**src/ptl_pkg.sv**
```systemverilog
// shared types and constants for the packed trie prefix lookup unit
// no dependencies
package ptl_pkg;

  localparam int NODE_COUNT_DEF = 1048576;
  localparam int CHILD_W        = 24;
  localparam int IDX_W          = CHILD_W + 1;
  localparam int SCAN_LIMIT     = 34;
  localparam int CNT_W          = $clog2(SCAN_LIMIT);

  localparam logic [7:0] BYTE_NEWLINE = 8'd10;
  localparam logic [7:0] BYTE_HYPHEN  = 8'd45;
  localparam logic [7:0] BYTE_LEAD_D0 = 8'd208;
  localparam logic [7:0] BYTE_LEAD_D1 = 8'd209;
  localparam logic [7:0] BYTE_D0_BASE = 8'd176;
  localparam logic [7:0] BYTE_D1_OFFS = 8'd112;
  localparam logic [7:0] BYTE_YO      = 8'd145;
  localparam logic [5:0] CODE_YO      = 6'd32;
  localparam logic [5:0] CODE_HYPHEN  = 6'd33;

  typedef enum logic [1:0] {
    STATUS_FOUND   = 2'd0,
    STATUS_LOST    = 2'd1,
    STATUS_INVALID = 2'd2
  } ptl_status_t;

  typedef enum logic [1:0] {
    LEAD_NONE = 2'd0,
    LEAD_D0   = 2'd1,
    LEAD_D1   = 2'd2
  } ptl_lead_t;

  typedef enum logic [1:0] {
    ST_IDLE,
    ST_CHILD,
    ST_SCAN,
    ST_FINISH
  } ptl_state_t;

  typedef struct packed {
    logic node_wr;
    logic take_byte;
    logic load_child;
    logic step;
    logic set_match;
    logic set_lost;
    logic emit;
  } ptl_cmd_t;

  typedef struct packed {
    logic is_write;
    logic is_newline;
    logic want_descend;
    logic child_bad;
    logic sym_match;
    logic run_end;
    logic out_busy;
  } ptl_sts_t;

endpackage

```
**src/ptl_ctrl.sv**
```systemverilog
// controller state machine: request handshake and descent sequencing
// depends on ptl_pkg
module ptl_ctrl import ptl_pkg::*; (
  input  logic     clk,
  input  logic     rst_n,
  input  logic     in_valid,
  output logic     in_stall,
  input  ptl_sts_t sts,
  output ptl_cmd_t cmd
);

  ptl_state_t state_r, state_nxt;

  always_ff @(posedge clk) begin
    if (!rst_n) begin
      state_r <= ST_IDLE;
    end else begin
      state_r <= state_nxt;
    end
  end

  always_comb begin
    state_nxt = state_r;
    cmd       = '0;
    in_stall  = 1'b1;
    case (state_r)
      ST_IDLE: begin
        in_stall = 1'b0;
        if (in_valid) begin
          if (sts.is_write) begin
            cmd.node_wr = 1'b1;
          end else begin
            cmd.take_byte = 1'b1;
            if (sts.is_newline) begin
              state_nxt = ST_FINISH;
            end else if (sts.want_descend) begin
              state_nxt = ST_CHILD;
            end
          end
        end
      end
      ST_CHILD: begin
        if (sts.child_bad) begin
          cmd.set_lost = 1'b1;
          state_nxt    = ST_IDLE;
        end else begin
          cmd.load_child = 1'b1;
          state_nxt      = ST_SCAN;
        end
      end
      ST_SCAN: begin
        if (sts.sym_match) begin
          cmd.set_match = 1'b1;
          state_nxt     = ST_IDLE;
        end else if (sts.run_end) begin
          cmd.set_lost = 1'b1;
          state_nxt    = ST_IDLE;
        end else begin
          cmd.step = 1'b1;
        end
      end
      ST_FINISH: begin
        if (!sts.out_busy) begin
          cmd.emit  = 1'b1;
          state_nxt = ST_IDLE;
        end
      end
      default: begin
        state_nxt = ST_IDLE;
      end
    endcase
  end

endmodule

```
**config.mk**
```make
export PLATFORM = sky130hd
export DESIGN_NAME = ptl_ctrl
export DESIGN_NICKNAME = d
export VERILOG_FILES = /design/src/ptl_pkg.sv /design/src/ptl_ctrl.sv
export SDC_FILE = /design/constraint.sdc
export NUM_CORES = 1
export LEC_CHECK = 0
export BUFFER_PORTS_ARGS = -buffer_cell sky130_fd_sc_hd__buf_2
export CAP_MARGIN = 15
export CORE_AREA = 8 8 45 47
export CTS_CLUSTER_DIAMETER = 60
export CTS_CLUSTER_SIZE = 40
export DETAILED_ROUTE_END_ITERATION = 16
export DIE_AREA = 0 0 53 55
export PLACE_DENSITY = 0.44
export SLEW_MARGIN = 20
export SYNTH_ARGS = -nofsm -noshare
export SYNTH_HDL_FRONTEND = slang
export SYNTH_SLANG_ARGS = --single-unit
```
**constraint.sdc**
```tcl
create_clock -name clk -period 2.4 [get_ports clk]
set_input_delay 0.12 -clock clk [delete_from_list [all_inputs] [get_ports clk]]
set_output_delay 0.12 -clock clk [all_outputs]
set_load 0.02 [all_outputs]
```
# Yosys cells after proc, flatten, opt, wreduce, memory -nomap -nowiden
# Cells that the tools add are included.
# word_totals
reg_bits	2
latch_bits	0
mem_bits_rw	0
romBits	0
word_cells	37
memories	0
# classes
add_sub_neg	0
mul	0
n_div	0
magnitude_cmp	0
eq_ne	8
n_shift	0
mux	26
bitwise_logic	0
n_reduce_logical	2
# op_table
cell	n
two-way mux 2 bit	11
two-way mux 1 bit	13
one-hot mux 2 bit (4 select lines)	1
!= test 2 bit (second input constant)	3
!= test 3 bit (second input constant)	2
AND reduction 5 bit	1
== test 2 bit (second input constant)	2
== test 2 x 1 -> 1 bit (second input constant)	1
logical NOT 2 bit	1
one-hot mux 1 bit (2 select lines)	1

# Longest topological paths before layout
# logic_depth
ltp_word	5
depth_mapped	5
depth_no_buf	5

# Least setup slack after synthesis
# No wires, ideal clock.
# synth_timing
path_kind	register to register
from	register state_r[0]
to	register state_r[0]
arrival_time_ns	1.539
setup_slack_ns	0.744
path_stages_with_launch	6
n_path_buf	0
path_cell_list	dfxtp_1 -> inv_1 -> ha_1 -> nor3b_1 -> a211oi_2 -> o211a_1
# synth_between
elab_chain_cells	3
word_cells_on_any_way	11
cone_classes	8 x eq/ne; 1 x mux; 2 x reduce/logical
# synth_lines
element	line_no	rtl
from (decl)	ptl_ctrl.sv:12	ptl_state_t state_r, state_nxt;
from (signal assigned)	ptl_ctrl.sv:18	state_r <= state_nxt;
== test 2 bit or logical NOT 2 bit (tied branches)	ptl_ctrl.sv:26	case (state_r)
!= test 3 bit (no line) or != test 2 bit (tied branches)	-	
AND reduction 5 bit (no line)	-	
# Parallel ways exist; a longest one is shown, timed or not.
# A chain may end at the register's enable or synchronous reset.

# Worst setup path in the final report
# layout_timing
from	register state_r[0]
to	register state_r[0]
# layout_between
word_cells_on_any_way	11
cone_classes	8 x eq/ne; 1 x mux; 2 x reduce/logical
# layout_lines
element	line_no
== test 2 bit (tied with other cells)	ptl_ctrl.sv:26
one-hot mux 2 bit (4 select lines) *	ptl_ctrl.sv:26
via state_nxt[0]	ptl_ctrl.sv:12
# Mark *: on every way through the listed nets, which the timed path passes. The rest lies on a longest branch.

==> run_results.csv <==
group,metric,value,unit
run_status,status,"completed",
global_routing,grt_usage,5.13,%
floorplan,die_width,53,um
floorplan,coreArea,1380,um2
global_routing,grt_pass1_vias,274,
critical_path,reg2reg_from,"state_r[0]",
placed_design,hpwl,567,um
clock_network,cts_tree,"done",
critical_path,slowest_stage,"dfxtp_1",
yosys,syn_inst,29,
run,cap_violations,0,
sta,fmax,649,MHz
yosys,yosys_warnings,0,
clock_network,cts_buffer_depth,2,
critical_path,start_kind,"flip-flop",
yosys,yosysUniqueCellTypes,18,
clock_network,cts_made_buffers,3,
power_and_ir_drop,ir_worst_vdd,0.000262,V
floorplan,start_util,17.2,%
power_and_ir_drop,p_seq_share,18.9,%
power_and_ir_drop,p_clk_share,25.7,%
sta,setup-tns-final,0,ns
final_layout,layout.nets,65,
final_layout,syn_to_final_growth,53.7,%
sta,finClkSkew,0.00256,ns
critical_path,crit_type,"reg2reg",
sta,setup_viol,0,
hold_path,hp-class,"in2reg",
final_layout,drive_above_1_share,46.9,%
yosys,synth_area,238,um2
final_layout,postLayoutCellArea,365,um2
power_and_ir_drop,sw_frac_of_total,40.4,%
placed_design,dp.cells,62,
power_and_ir_drop,p_leak,0.000203,uW
clock_network,clk_pin_slew,0.03,ns
final_layout,largest_reg_flops,2,
power_and_ir_drop,powerDensity,778,nW/um2
sta,maxSlewViolCount,0,
detailed_routing,post_drt_wl_per_cell,10.1,um
detailed_routing,ant_nets,0,
floorplan,die_area,2920,um2
yosys,ys_seq_elements,2,
placed_design,io_buffers,17,
clock_network,clk_latency,0.22,ns
detailed_routing,drc_errors,0,
floorplan,std_cell_rows,14,
sta,finalHoldViolCount,0,
detailed_routing,drtPass1Iterations,3,
floorplan,ios,18,
critical_path,path_max_fanout,8,
sta,tightest_slew,0.377,ns
global_routing,antenna_found_initial,0,
critical_path,critPathCaptureType,"flip-flop",
placed_design,place_area,343,um2
power_and_ir_drop,p_comb_share,55.4,%
clock_network,cts-root-buf,"clkbuf_4",
sta,period_share,64.2,%
global_routing,grt-ovfl-total,0,
placed_design,gp_congestion,0.672,
power_and_ir_drop,p_int,169,uW
critical_path,crit_start,"state_r[0]",
final_layout,top_regs,"state_r x2",
sta,fin_crit,1.54,ns
sta,grt_setup_unrepaired,"no",
hold_path,hold_path_startpoint,"rst_n",
power_and_ir_drop,power_switching,115,uW
clock_network,post_cts_resized,0,
detailed_routing,drt_iter0_drc,1,
floorplan,fp.dieH,55,um
final_layout,antenna_cells,0,
placed_design,pre_cts_ws,0.851,ns
yosys,synth_nets,43,
global_routing,grt_max_degree,9,
clock_network,h-tree-depth,1,
critical_path,worstPathArrival,1.65,ns
yosys,synth.avg_cell_area,8.20,um2
detailed_routing,vias,261,
global_routing,grt_pass1_wl,1.11,mm
detailed_routing,wl,659,um
yosys,synth_seq_area_share,16.8,%
sta,setup_ws,0.859,ns
critical_path,cp_slowest_stage_delay,0.37,ns
critical_path,path_cells,"inv_1 > ha_1 > a22o_1 > or3_1 > o211a_1",
clock_network,cts_sinks,2,
final_layout,stdcell_count,65,
sta,slew_headroom,74.8,%
final_layout,nFillCells,165,
final_layout,largest_register,"state_r",
critical_path,cp_data_required_time,2.51,ns
clock_network,postCtsSetupRepairBufs,0,
detailed_routing,vias_per_cell,4.02,
clock_network,hold_buffers,0,
## final timing paths
| kind | endpoint | slack (ns) | depth (start not counted) |
|---|---|---|---|
| min | state_r[0] | 0.17 | 2 |
| max | state_r[0] | 0.86 | 5 |
| max reg2reg | state_r[0] | 0.86 | 5 |
| min reg2reg | state_r[1] | 0.50 | 2 |
## synthesized netlist by cell type
| library cell | count | area [um2] |
|---|---|---|
| and3_2 | 1 | 7.51 |
| dfxtp_1 | 2 | 40.0 |
| a22o_1 | 1 | 8.76 |
| and2_1 | 1 | 6.26 |
| a211oi_2 | 1 | 12.5 |
| nand2_1 | 3 | 11.3 |
| nor2_1 | 1 | 3.75 |
| ha_1 | 4 | 50.1 |
| and2_2 | 1 | 7.51 |
| o211a_1 | 1 | 10.0 |
| a21boi_0 | 1 | 7.51 |
| nor3b_1 | 2 | 15.0 |
| inv_1 | 3 | 11.3 |
| nand3b_1 | 1 | 7.51 |
| or3_1 | 1 | 6.26 |
| o21ai_0 | 2 | 10.0 |
| mux2i_1 | 1 | 10.0 |
| nor2b_1 | 2 | 12.5 |
## power groups by stage
stage          sequential, uW  combinational (uW)  clock (uW)
6_report                 53.7                 157        73.1
5_1_grt                  54.7                 182        84.1
4_1_cts                  53.9                 162        78.5
3_5_place_dp             54.4                 161           0
3_3_place_gp             54.5                 162           0
2_1_floorplan            51.4                 117           0
## through the flow
stage	hold slack, ns	util (%)	total power [uW]
floorplan	0.253	-	169
global placement	0.393	24.8	217
detailed placement	0.392	24.8	215
CTS	0.158	26.4	294
global route	0.164	26.4	321
finish	0.169	26.4	284
## layer usage
metal	vias to the layer above	wire length [um]	global-route usage (%)
met2	9	311	7.81
met4	0	0	2.59
li1	140	-	-
met1	112	258	4.85
met3	0	88	4.28
met5	-	0	0
## critical path, delay by kind of cell (launching register included)
kind / cells / cell delay, ns
buffers and inverters: 1 / 0.08
DFF: 1 / 0.37
adders and majority gates: 1 / 0.28
and+or+nand+nor: 1 / 0.31
AOI/OAI and AO/OA: 2 / 0.38
## cell usage in the layout (no fill, tap or decap), drive strengths merged
cell type  instances
dfxtp              2
buf               17
a211oi             1
a21boi             1
nor2               1
nand2              3
o211a              1
and2               2
ha                 4
nor2b              2
or3                1
mux2i              1
nor3b              2
and3               1
nand3b             1
a22o               1
clkbuf             3
inv                3
o21ai              2
## layout make-up
class	count	area, um2	share of cell area, %
Clock buffer	3	22.5	6.16
Inverter	3	11.3	3.08
Multi-Input combinational cell	24	186	51.0
Sequential cell	2	40.0	11.0
Tap cell	16	20.0	5.48
Timing Repair Buffer	17	85.1	23.3
## cells by family (layout without fill, tap and decap cells)
kind of cell | after synthesis | in the layout | share of synthesized area (%)
AOI/OAI and AO/OA | 6 | 6 | 20.5
adders and majority gates | 4 | 4 | 21.1
buffers and inverters | 3 | 23 | 4.74
DFF | 2 | 2 | 16.8
muxes | 1 | 1 | 4.21
and+or+nand+nor | 13 | 13 | 32.6
Note: power is estimated with default switching activity, not from simulation.
